[config.mk]
export PLATFORM = sky130hd
export DESIGN_NAME = printable_run_extractor_core
export DESIGN_NICKNAME = d
export VERILOG_FILES = /design/src/rtl/core/prx_pkg.sv /design/src/rtl/core/printable_run_extractor_core.sv /design/src/rtl/core/prx_front.sv /design/src/rtl/core/prx_cmd_fifo.sv /design/src/rtl/core/prx_back.sv
export VERILOG_INCLUDE_DIRS = /design/src /design/src/rtl/core
export SDC_FILE = /design/constraint.sdc
export NUM_CORES = 1
export LEC_CHECK = 0
export ABC_CLOCK_PERIOD_IN_PS = 3300
export BUFFER_PORTS_ARGS = -buffer_cell sky130_fd_sc_hd__buf_4
export CORE_ASPECT_RATIO = 1.4
export CORE_UTILIZATION = 55
export CTS_BUF_LIST = sky130_fd_sc_hd__clkbuf_8
export CTS_CLUSTER_SIZE = 40
export DETAILED_ROUTE_END_ITERATION = 8
export GPL_ROUTABILITY_DRIVEN = 0
export PLACE_DENSITY = 0.8
export SLEW_MARGIN = 0
export SYNTH_ARGS = -nofsm -noshare
export SYNTH_HDL_FRONTEND = slang
export SYNTH_SLANG_ARGS = --single-unit
[constraint.sdc]
create_clock -name clock -period 3.3 [get_ports clock]
set_input_delay 0.495 -clock clock [delete_from_list [all_inputs] [get_ports clock]]
set_output_delay 0.495 -clock clock [all_outputs]
set_load 0.005 [all_outputs]
[src/rtl/core/printable_run_extractor_core_assert.svh]
// Assertion macros for the printable run extractor core.
// PRX_ASSERT_IMPL checks a same-cycle implication, PRX_ASSERT_NEXT a next-cycle one.
`ifndef PRINTABLE_RUN_EXTRACTOR_CORE_ASSERT_SVH
`define PRINTABLE_RUN_EXTRACTOR_CORE_ASSERT_SVH
`ifndef SYNTH
`define PRX_ASSERT_IMPL(lbl, clk, rst, ante, cons) \
   lbl: assert property (@(posedge clk) disable iff (rst) (ante) |-> (cons)) \
      else $error("prx assertion failed");
`define PRX_ASSERT_NEXT(lbl, clk, rst, ante, cons) \
   lbl: assert property (@(posedge clk) disable iff (rst) (ante) |=> (cons)) \
      else $error("prx assertion failed");
`else
`define PRX_ASSERT_IMPL(lbl, clk, rst, ante, cons)
`define PRX_ASSERT_NEXT(lbl, clk, rst, ante, cons)
`endif
`endif

[src/rtl/core/prx_pkg.sv]
package prx_pkg;

   localparam int MAX_MIN_LENGTH_DEF = 63;
   localparam int CMD_FIFO_DEPTH_DEF = 4;

   localparam int MIN_LEN_W = 6;
   localparam int DATA_W    = 8;
   localparam int RUN_CNT_W = 7;

   localparam logic [RUN_CNT_W-1:0] RUN_CNT_MAX      = 7'd127;
   localparam logic [MIN_LEN_W-1:0] MIN_LENGTH_RESET = 6'd4;

   localparam logic [DATA_W-1:0] CHAR_NEWLINE  = 8'h0A;
   localparam logic [DATA_W-1:0] CHAR_TAB      = 8'h09;
   localparam logic [DATA_W-1:0] PRINTABLE_LO  = 8'h20;
   localparam logic [DATA_W-1:0] PRINTABLE_HI  = 8'h7E;

   // Commands passed from the classifier to the emitter.
   typedef enum logic [1:0] {
      CMD_STORE,   // write data into the hold memory at index count
      CMD_CHAR,    // emit data as the only result of the request
      CMD_DRAIN    // emit count held bytes, then data as the last result
   } cmd_kind_type;

   typedef struct packed {
      cmd_kind_type           kind;
      logic [DATA_W-1:0]      data;
      logic [MIN_LEN_W-1:0]   count;
   } cmd_type;

   function automatic logic is_printable(input logic [DATA_W-1:0] c);
      return ((c >= PRINTABLE_LO) && (c <= PRINTABLE_HI)) || (c == CHAR_TAB);
   endfunction

endpackage

[src/rtl/core/printable_run_extractor_core.sv]
// Printable run extractor: takes one byte per request and passes on only runs
// of printable bytes (0x20..0x7E or tab) at least min_length long, each ended
// by a newline (0x0A); rsp_last marks the final result of a request. The first
// min_length bytes of a run are held in an on-chip memory and released in one
// burst when the run grows one byte longer, or, if the run ends at exactly
// min_length, released followed by a newline. A request with req_end_of_stream
// set closes a pending run the same way. The front end classifies each request
// combinationally and queues one command for the back end; a request that
// causes nothing queues nothing. The back end takes one command per cycle, an
// emitting one only while the result register advances; a flush emits its
// held bytes one per cycle through the hold memory's single read port, then
// its last result. Requests are taken at one per cycle until the command queue
// (CMD_FIFO_DEPTH entries) fills; results leave at up to one per cycle.
// min_length reads 0 as 1; the user must write it only while idle (unenforced).
`include "printable_run_extractor_core_assert.svh"

module printable_run_extractor_core
   import prx_pkg::*;
#(
   parameter int MAX_MIN_LENGTH = MAX_MIN_LENGTH_DEF,
   parameter int CMD_FIFO_DEPTH = CMD_FIFO_DEPTH_DEF
) (
   input  logic                 clock,
   input  logic                 reset,
   // configuration
   input  logic                 csr_write_en,
   input  logic [MIN_LEN_W-1:0] csr_min_length,
   // request channel
   input  logic                 req_push,
   output logic                 req_full,
   input  logic [DATA_W-1:0]    req_data_byte,
   input  logic                 req_end_of_stream,
   // result channel
   output logic                 rsp_empty,
   input  logic                 rsp_pop,
   output logic [DATA_W-1:0]    rsp_out_char,
   output logic                 rsp_last
);

   logic                 cmd_push;
   cmd_type              cmd_push_data;
   logic                 cmd_full;
   logic                 cmd_valid;
   cmd_type              cmd_head;
   logic                 cmd_pop;
   logic [RUN_CNT_W-1:0] run_count;
   logic                 req_take;

   // A request is taken on this edge.
   assign req_take = req_push && !req_full;

   // Classify requests, track run length, hold the configuration.
   prx_front #(
      .MAX_MIN_LENGTH (MAX_MIN_LENGTH)
   ) u_front (
      .clock             (clock),
      .reset             (reset),
      .csr_write_en      (csr_write_en),
      .csr_min_length    (csr_min_length),
      .req_push          (req_push),
      .req_data_byte     (req_data_byte),
      .req_end_of_stream (req_end_of_stream),
      .req_full          (req_full),
      .cmd_full          (cmd_full),
      .cmd_push          (cmd_push),
      .cmd_data          (cmd_push_data),
      .run_count         (run_count)
   );

   // Decouple classification from emission.
   prx_cmd_fifo #(
      .DEPTH (CMD_FIFO_DEPTH)
   ) u_cmd_fifo (
      .clock     (clock),
      .reset     (reset),
      .push      (cmd_push),
      .push_data (cmd_push_data),
      .full      (cmd_full),
      .pop       (cmd_pop),
      .valid     (cmd_valid),
      .head      (cmd_head)
   );

   // Store held bytes, drain them, and drive the result register.
   prx_back #(
      .MAX_MIN_LENGTH (MAX_MIN_LENGTH)
   ) u_back (
      .clock        (clock),
      .reset        (reset),
      .cmd_valid    (cmd_valid),
      .cmd_head     (cmd_head),
      .cmd_pop      (cmd_pop),
      .rsp_empty    (rsp_empty),
      .rsp_pop      (rsp_pop),
      .rsp_out_char (rsp_out_char),
      .rsp_last     (rsp_last)
   );

   // An accepted end of stream always closes the run.
   `PRX_ASSERT_NEXT(a_eos_clears_run, clock, reset, req_take && req_end_of_stream, run_count == '0)
   // The back end never consumes a command that is not there.
   `PRX_ASSERT_IMPL(a_pop_needs_cmd, clock, reset, cmd_pop, cmd_valid)
   // The front end never queues into a full queue.
   `PRX_ASSERT_IMPL(a_push_not_full, clock, reset, cmd_push, !cmd_full)

endmodule

[src/rtl/core/prx_front.sv]
module prx_front
   import prx_pkg::*;
#(
   parameter int MAX_MIN_LENGTH = MAX_MIN_LENGTH_DEF
) (
   input  logic                 clock,
   input  logic                 reset,
   input  logic                 csr_write_en,
   input  logic [MIN_LEN_W-1:0] csr_min_length,
   input  logic                 req_push,
   input  logic [DATA_W-1:0]    req_data_byte,
   input  logic                 req_end_of_stream,
   output logic                 req_full,
   input  logic                 cmd_full,
   output logic                 cmd_push,
   output cmd_type              cmd_data,
   output logic [RUN_CNT_W-1:0] run_count
);

   localparam logic [MIN_LEN_W-1:0] MIN_CAP = MIN_LEN_W'(MAX_MIN_LENGTH);

   logic [MIN_LEN_W-1:0] min_length_ff, min_length_in;
   logic [RUN_CNT_W-1:0] run_count_ff, run_count_in;
   logic [MIN_LEN_W-1:0] min_eff;
   logic [RUN_CNT_W-1:0] min_ext;
   logic                 accept;
   logic                 need_cmd;
   logic                 run_end;

   assign accept   = req_push && !cmd_full;
   assign req_full = cmd_full;
   assign cmd_push = accept && need_cmd;
   assign run_count = run_count_ff;

   assign min_length_in = csr_write_en ? csr_min_length : min_length_ff;

   always_comb begin
      min_eff = (min_length_ff == '0) ? MIN_LEN_W'(1) : min_length_ff;
      if (min_eff > MIN_CAP) begin
         min_eff = MIN_CAP;
      end
      min_ext = {1'b0, min_eff};
   end

   assign run_end = req_end_of_stream || !is_printable(req_data_byte);

   always_comb begin
      need_cmd       = 1'b0;
      cmd_data.kind  = CMD_CHAR;
      cmd_data.data  = req_data_byte;
      cmd_data.count = min_eff;
      run_count_in   = run_count_ff;
      if (run_end) begin
         // Close the run: flush held bytes plus newline, newline alone, or nothing for a short run.
         cmd_data.data = CHAR_NEWLINE;
         if (run_count_ff == min_ext) begin
            need_cmd      = 1'b1;
            cmd_data.kind = CMD_DRAIN;
         end else if (run_count_ff > min_ext) begin
            need_cmd = 1'b1;
         end
         run_count_in = '0;
      end else if (run_count_ff < min_ext) begin
         // Hold the byte until the run is long enough.
         need_cmd       = 1'b1;
         cmd_data.kind  = CMD_STORE;
         cmd_data.count = run_count_ff[MIN_LEN_W-1:0];
         run_count_in   = run_count_ff + RUN_CNT_W'(1);
      end else begin
         need_cmd      = 1'b1;
         cmd_data.kind = (run_count_ff == min_ext) ? CMD_DRAIN : CMD_CHAR;
         if (run_count_ff < RUN_CNT_MAX) begin
            run_count_in = run_count_ff + RUN_CNT_W'(1);
         end
      end
      if (!accept) begin
         run_count_in = run_count_ff;
      end
   end

   always_ff @(posedge clock) begin
      if (reset) begin
         min_length_ff <= MIN_LENGTH_RESET;
         run_count_ff  <= '0;
      end else begin
         min_length_ff <= min_length_in;
         run_count_ff  <= run_count_in;
      end
   end

endmodule

[src/rtl/core/prx_cmd_fifo.sv]
module prx_cmd_fifo
   import prx_pkg::*;
#(
   parameter int DEPTH = CMD_FIFO_DEPTH_DEF
) (
   input  logic    clock,
   input  logic    reset,
   input  logic    push,
   input  cmd_type push_data,
   output logic    full,
   input  logic    pop,
   output logic    valid,
   output cmd_type head
);

   localparam int PTR_W = (DEPTH > 1) ? $clog2(DEPTH) : 1;
   localparam int CNT_W = $clog2(DEPTH + 1);
   localparam logic [PTR_W-1:0] PTR_LAST = PTR_W'(DEPTH - 1);
   localparam logic [CNT_W-1:0] CNT_FULL = CNT_W'(DEPTH);

   cmd_type          slot_ff [DEPTH];
   logic [PTR_W-1:0] wr_ptr_ff, wr_ptr_in;
   logic [PTR_W-1:0] rd_ptr_ff, rd_ptr_in;
   logic [CNT_W-1:0] count_ff, count_in;
   logic             do_push;
   logic             do_pop;

   assign full    = (count_ff == CNT_FULL);
   assign valid   = (count_ff != '0);
   assign head    = slot_ff[rd_ptr_ff];
   assign do_push = push && !full;
   assign do_pop  = pop && valid;

   always_comb begin
      wr_ptr_in = wr_ptr_ff;
      rd_ptr_in = rd_ptr_ff;
      count_in  = count_ff;
      if (do_push) begin
         wr_ptr_in = (wr_ptr_ff == PTR_LAST) ? '0 : wr_ptr_ff + PTR_W'(1);
      end
      if (do_pop) begin
         rd_ptr_in = (rd_ptr_ff == PTR_LAST) ? '0 : rd_ptr_ff + PTR_W'(1);
      end
      if (do_push && !do_pop) begin
         count_in = count_ff + CNT_W'(1);
      end else if (do_pop && !do_push) begin
         count_in = count_ff - CNT_W'(1);
      end
   end

   always_ff @(posedge clock) begin
      if (reset) begin
         wr_ptr_ff <= '0;
         rd_ptr_ff <= '0;
         count_ff  <= '0;
      end else begin
         wr_ptr_ff <= wr_ptr_in;
         rd_ptr_ff <= rd_ptr_in;
         count_ff  <= count_in;
      end
   end

   always_ff @(posedge clock) begin
      if (do_push) begin
         slot_ff[wr_ptr_ff] <= push_data;
      end
   end

endmodule

[src/rtl/core/prx_back.sv]
module prx_back
   import prx_pkg::*;
#(
   parameter int MAX_MIN_LENGTH = MAX_MIN_LENGTH_DEF
) (
   input  logic              clock,
   input  logic              reset,
   input  logic              cmd_valid,
   input  cmd_type           cmd_head,
   output logic              cmd_pop,
   output logic              rsp_empty,
   input  logic              rsp_pop,
   output logic [DATA_W-1:0] rsp_out_char,
   output logic              rsp_last
);

   localparam int ADDR_W = (MAX_MIN_LENGTH > 1) ? $clog2(MAX_MIN_LENGTH) : 1;

   logic [DATA_W-1:0]    hold_mem [MAX_MIN_LENGTH];

   logic [MIN_LEN_W-1:0] idx_ff, idx_in;
   logic                 out_valid_ff, out_valid_in;
   logic                 out_from_mem_ff, out_from_mem_in;
   logic [DATA_W-1:0]    out_lit_ff, out_lit_in;
   logic                 out_last_ff, out_last_in;
   logic [DATA_W-1:0]    rd_data_ff;

   logic advance;
   logic issue_mem;
   logic issue_lit;
   logic do_store;

   // Output register takes a new result when empty or being popped.
   assign advance = !out_valid_ff || rsp_pop;

   always_comb begin
      issue_mem = 1'b0;
      issue_lit = 1'b0;
      do_store  = 1'b0;
      if (cmd_valid) begin
         unique case (cmd_head.kind)
            CMD_STORE: begin
               do_store = 1'b1;
            end
            CMD_CHAR: begin
               issue_lit = advance;
            end
            CMD_DRAIN: begin
               if (idx_ff < cmd_head.count) begin
                  issue_mem = advance;
               end else begin
                  issue_lit = advance;
               end
            end
            default: begin
               do_store = 1'b0;
            end
         endcase
      end
   end

   assign cmd_pop = do_store || issue_lit;

   always_comb begin
      idx_in          = idx_ff;
      out_valid_in    = out_valid_ff;
      out_from_mem_in = out_from_mem_ff;
      out_lit_in      = out_lit_ff;
      out_last_in     = out_last_ff;
      if (issue_mem) begin
         idx_in = idx_ff + MIN_LEN_W'(1);
      end else if (issue_lit) begin
         idx_in = '0;
      end
      if (advance) begin
         out_valid_in    = issue_mem || issue_lit;
         out_from_mem_in = issue_mem;
         out_lit_in      = cmd_head.data;
         out_last_in     = issue_lit;
      end
   end

   always_ff @(posedge clock) begin
      if (reset) begin
         idx_ff       <= '0;
         out_valid_ff <= 1'b0;
      end else begin
         idx_ff       <= idx_in;
         out_valid_ff <= out_valid_in;
      end
   end

   always_ff @(posedge clock) begin
      out_from_mem_ff <= out_from_mem_in;
      out_lit_ff      <= out_lit_in;
      out_last_ff     <= out_last_in;
   end

   always_ff @(posedge clock) begin
      if (do_store) begin
         hold_mem[cmd_head.count[ADDR_W-1:0]] <= cmd_head.data;
      end
      if (issue_mem) begin
         rd_data_ff <= hold_mem[idx_ff[ADDR_W-1:0]];
      end
   end

   assign rsp_empty    = !out_valid_ff;
   assign rsp_out_char = out_from_mem_ff ? rd_data_ff : out_lit_ff;
   assign rsp_last     = out_last_ff;

endmodule

* Word-level counts from Yosys, hierarchy flattened
Memory sizes are Yosys's and may differ from the RTL's. A register that Yosys moved wholly into a read port is not among the register bits. Index checks and enable logic that the tools add are counted.
Operators by class: $add $sub $neg 6, $lt $le $gt $ge 7, equal/unequal tests 7, mux-type cells 35, reduce and logical (&&, ||, !) cells 24
Operator list (count):
- 6-bit 2-to-1 mux | 6
- 7-bit 2-to-1 mux | 3
- 8-bit 2-to-1 mux | 2
- 1-bit 2-to-1 mux | 14
- 2-bit 2-to-1 mux | 7
- 8-bit by 4-bit == test with 1-bit output (second input constant) | 1
- 8-bit by 6-bit greater-or-equal comparator with 1-bit output (second input constant) | 1
- 8-bit by 7-bit less-or-equal comparator with 1-bit output (second input constant) | 1
- 7-bit by 1-bit adder with 7-bit output (second input constant) | 1
- 7-bit by 6-bit == test with 1-bit output | 1
- 7-bit by 6-bit greater-than comparator with 1-bit output | 1
- 1-bit logical AND | 7
- 7-bit by 6-bit < comparator with 1-bit output | 1
- 7-bit < comparator (second input constant) | 1
- 6-bit by 1-bit adder with 6-bit output (second input constant) | 1
- 2-bit == test (second input constant) | 3
- 6-bit greater-than comparator (second input constant) | 1
- 6-bit zero test | 1
- 6-bit < comparator | 1
- 3-bit 2-to-1 mux | 2
- 3-bit nonzero test | 2
- 1-bit zero test | 5
- 1-bit logical OR | 5
- 2-bit by 1-bit adder with 2-bit output (second input constant) | 2
- 8 further kinds | 9
Word-level totals: register bits after elaboration 37, memory bits (writable) 568, output and inout port bits 11, logic and storage cells 91, memories kept 2
Memories:
- u_back.hold_mem | depth 63, bits a word 8, read ports 1, clocked after memory_dff 1, wr ports 1, line prx_back.sv:19 | logic [DATA_W-1:0] hold_mem [MAX_MIN_LENGTH];
- u_cmd_fifo.slot_ff | depth 4, bits a word 16, read ports 1, clocked after memory_dff 1, wr ports 1, line prx_cmd_fifo.sv:21 | cmd_type slot_ff [DEPTH];

* Longest topological paths before layout
word-level depth 14, gate-level depth with buffers 17, depth with buffers taken out 16

* Modules after synthesis
Synthesis repeated with hierarchy kept, for this count alone.
Second synthesis, totals: cell total of the unflattened synthesis 1263, area, all modules 24762.5 µm²
Modules (own cells, without submodules):
- prx_back | instances 1, cells each 1010, area an instance 20968.9 µm², sequential area each 15815.2 µm²
- prx_cmd_fifo | instances 1, cells each 134, area an instance 2827.7 µm², sequential area each 2102.0 µm²
- prx_front | instances 1, cells each 119, area an instance 965.9 µm², sequential area each 260.2 µm²

* Least setup slack after synthesis
OpenSTA, ideal clock, no wires.
path kind register -> register, start reg (tool-made name), end reg u_cmd_fifo.count_ff[2], setup time 0.070 ns, arrival 3.243 ns, required time 3.230 ns, path slack -0.014 ns, stages on the path, launching flop included 17, path buffers 1, clock period less this slack 3.314 ns, path through dfxtp_1 buf_2 mux2_2 o21a_1 inv_1 ha_1 nand3_1 o22ai_1 nor3_2 o211ai_2 inv_1 ha_1 inv_1 fa_1 xor2_1 or3_1 a21oi_1
RTL lines:
- end signal: assignment | line prx_cmd_fifo.sv:59 | count_ff <= count_in;
- end: declaration | line prx_cmd_fifo.sv:24 | logic [CNT_W-1:0] count_ff, count_in;

==> impl_metrics.tcl <==
set metrics [dict create \
    grt_max_degree 72 \
    cts_buffer_depth 3 \
    combPwrFrac_pct 17.7 \
    multiInputGateArea_mm2 0.006031 \
    fin_ws_ns 0.1215 \
    critPathMaxFanout 4 \
    critPathRequiredTime_ns 3.89 \
    drt-met1-wl_um 19110 \
    hp-class "in -> reg" \
    p_clk_share_pct 30.4 \
    synth_flop_cell "edfxtp_1" \
    finalPower_mw 18.52 \
    swShare_pct 26.46 \
    hpwl_um 32520 \
    grt_pass1_wl_um 79340 \
    p_leak_nw 9.101 \
    vdd_drop_max_mv 0.5814 \
    htreeDepth 3 \
    finalMaxSlewViolations 0 \
    drive_gt1_share_pct 30.21 \
    synth-edff-count 586 \
    worst_ep_arrival_time_ns 3.77 \
    critical_path.cell_chain "mux4_2 -> inv_2 -> ha_1 -> nand3_1 -> buf_4 -> a211oi_2 -> nor3_2 -> o211ai_2 -> inv_1 -> ha_2 -> inv_1 -> fa_2 -> xor2_1 -> or3_1 -> a21oi_2" \
    switching_power_mw 4.899 \
    async_flop_share_pct 0 \
    timing.final.crit_share_pct 96.32 \
    ios 31 \
    clk_pin_slew_ns 0.07 \
    setup_viol 0 \
    cts_hold_buf 0 \
    ys_ff_latch 615 \
    highest_layer "met4" \
    die-height_um 252.3 \
    worst_slew_pin_slew_ns 1.286 \
    clkSinkCount 615 \
    p_seq_share_pct 51.9 \
    timing.rr.end "u_cmd_fifo.count_ff[2]" \
    areaGrowthSynthToFinish_pct 13.57 \
    hold_viol_final 0 \
    r2r_slack_ns 0.12 \
    rows 91 \
    critPathSlowestCell "mux4_2" \
    grt_antenna_before_repair 1 \
    portBuffers 30 \
    hold_start "csr_min_length[2]" \
    final-seq-area_mm2 0.01820 \
    critPathLaunchType "flip-flop" \
    drv_cap 0 \
    cts_tree "yes" \
    avgViaCountPerCell 6.185 \
    critPathBufInv 4 \
    clock_latency_ns 0.66 \
    die_w_um 180.8 \
    crit_family "adder cells" \
    core_mm2 0.04406 \
    cp_common_cell "inv_1" \
    overflow 0 \
    finish.utilization_pct 63.44 \
    syn_area_per_cell_um2 19.47 \
    grt_pass1_vias 13200 \
    cts_made_buffers 86 \
    fin_skew_ns 0.02822 \
    synth_area_mm2 0.02461 \
    route.met3.wl_um 3721 \
    start_util_pct 55.85 \
    wirelength_um 52420 \
    route.met2.wl_um 27490 \
    fp.dieArea_mm2 0.04561 \
    fmax_mhz 314.6 \
    yosysUniqueCellTypes 56 \
    status "completed" \
    rr_worst_depth 15 \
    wl_per_cell_um 25.14 \
    ant_nets 0 \
    ys_seq_area_share_pct 73.86 \
    drcViolationCount 0 \
    path_class "reg -> reg" \
    whs_path_depth 3 \
    vias 12900 \
    min_period_ns 3.178 \
    critPathCaptureType "flip-flop" \
    nFillCells 2747 \
    grt_usage_pct 23.68 \
    power_density_mw_per_mm2 662.4 \
    drt-initial-drc-count 1325 \
    ys.warnings.count 0 \
    relSlewSlack_pct 14.28 \
    min_to "u_front.min_length_ff[2]" \
    root_buffer "clkbuf_8" \
    place_ws_ns -0.04539 \
    max_stage_delay_ns 0.53 \
    final_nets 1502 \
    syn-instance-count 1264 \
    internal_power_mw 13.62 \
    drt-pass1-iter-count 5 \
]
## cell usage after synthesis, drive strengths merged (6+ instances only)
library cell  count  share of area [%]
a211oi            9               0.29
a21oi            17               0.36
and2             13               0.33
buf              43                1.2
clkbuf           17               0.26
dfxtp            29                2.4
edfxtp          586                 71
ha               22                1.1
inv              22               0.34
mux2             22                1.0
mux2i            34                1.4
mux4            148                 14
nand2            61               0.93
nand2b            6               0.15
nand3            29               0.59
nor2             97                1.5
nor2b            12               0.31
nor3             11               0.24
o211ai           14               0.47
o21ai            17               0.35
## cell type report
type | count | area share [%]
clock buffer | 91 | 4.481
inverter | 23 | 0.3089
antenna | 1 | 0.008953
multi-input combinational | 569 | 21.58
timing repair buffer | 164 | 4.687
sequential | 615 | 65.09
clock inverter | 64 | 1.347
tap | 558 | 2.498
## worst reg2reg max path, delay by kind of cell, from the launching register on
family / cells / cell delay, ns
flip-flops: 1 / 0.38
adder cells (fa/ha/maj): 3 / 0.76
AND/OR/NAND/NOR: 3 / 0.64
AO/OA/AOI/OAI: 3 / 0.29
XOR/XNOR: 1 / 0.15
multiplexers: 1 / 0.53
buffers and inverters: 4 / 0.35
## flip-flops by register name, summed over array words and instances (netlist names), named ones only
| signal | flops |
|---|---|
| u_back.hold_mem | 504 |
| u_back.idx_ff | 6 |
| u_back.out_from_mem_ff | 1 |
| u_back.out_lit_ff | 8 |
| u_back.out_valid_ff | 1 |
| u_back.rd_data_ff | 8 |
| u_back.rsp_last | 1 |
| u_cmd_fifo.count_ff | 3 |
| u_cmd_fifo.rd_ptr_ff | 2 |
| u_cmd_fifo.slot_ff | 64 |
| u_cmd_fifo.wr_ptr_ff | 2 |
| u_front.min_length_ff | 6 |
| u_front.run_count | 7 |
## power by group through the flow
stage | logic (mW) | registers [mW] | clock network (mW)
finish | 3.27 | 9.61 | 5.63
global route | 3.49 | 9.64 | 6.01
CTS | 3.27 | 9.61 | 5.73
detailed placement | 3.26 | 9.77 | 0
global placement | 3.12 | 9.76 | 0
floorplan | 2.06 | 9.67 | 0
## worst max-delay path by stage
stage | from | endpoint | slack [ns] | depth (start not counted)
after CTS | flip-flop | u_cmd_fifo.count_ff[2] | 0.005 | 15
after floorplan | flip-flop | u_cmd_fifo.count_ff[2] | 0.02 | 16
after global routing | flip-flop | u_cmd_fifo.count_ff[2] | -0.03 | 15
after detailed placement | flip-flop | u_cmd_fifo.count_ff[2] | -0.05 | 14
final | flip-flop | u_cmd_fifo.count_ff[2] | 0.12 | 15
after global placement | flip-flop | u_cmd_fifo.count_ff[2] | 0.04 | 14
## cell families after synthesis
| logic type | Yosys count | synth area share [%] |
|---|---|---|
| simple gates | 247 | 4.530 |
| buf+inv | 83 | 1.774 |
| flops | 615 | 73.86 |
| fa+ha+maj | 23 | 1.200 |
| xor+xnor | 6 | 0.2135 |
| mux | 204 | 16.05 |
| compound gates | 85 | 2.354 |
| other cells | 1 | 0.01524 |
## per-layer routing
metal / vias up / track usage, %
met5: - / 0
met4: 0 / 11.77
met3: 124 / 3.833
met2: 637 / 40.45
met1: 6637 / 29.53
li1: 5498 / -
## cell usage in the layout, fill, tap and decap left out, types with 23 or more instances in the layout
cell type,count
clkbuf_8,91
buf_4,157
mux2i_1,34
nand2_1,61
dfxtp_1,23
mux4_2,140
nand3_1,29
edfxtp_1,586
inv_1,41
nor2_1,97
## through the flow
stage | std cells | setup TNS [ns] | hold WS, ns | instance area (µm²)
floorplan | 1267 | 0 | 0.4615 | 24620
global placement | 1929 | 0 | 0.4794 | 26290
detailed placement | 1929 | -0.04539 | 0.5069 | 26290
CTS | 2084 | 0 | 0.01731 | 27920
global route | 2085 | -0.02504 | 0.04588 | 27950
finish | 2085 | 0 | 0.05666 | 27950
## what timing repair did
| action | in CTS | in global routing |
|---|---|---|
| buffers inserted | 0 | 0 |
| resized for setup | 1 | 12 |
| endpoints found under the hold margin | 0 | 0 |
| pin swaps | 0 | 3 |
| setup endpoints to repair | 1 | 1 |
Power figures use the tool's default switching activity.
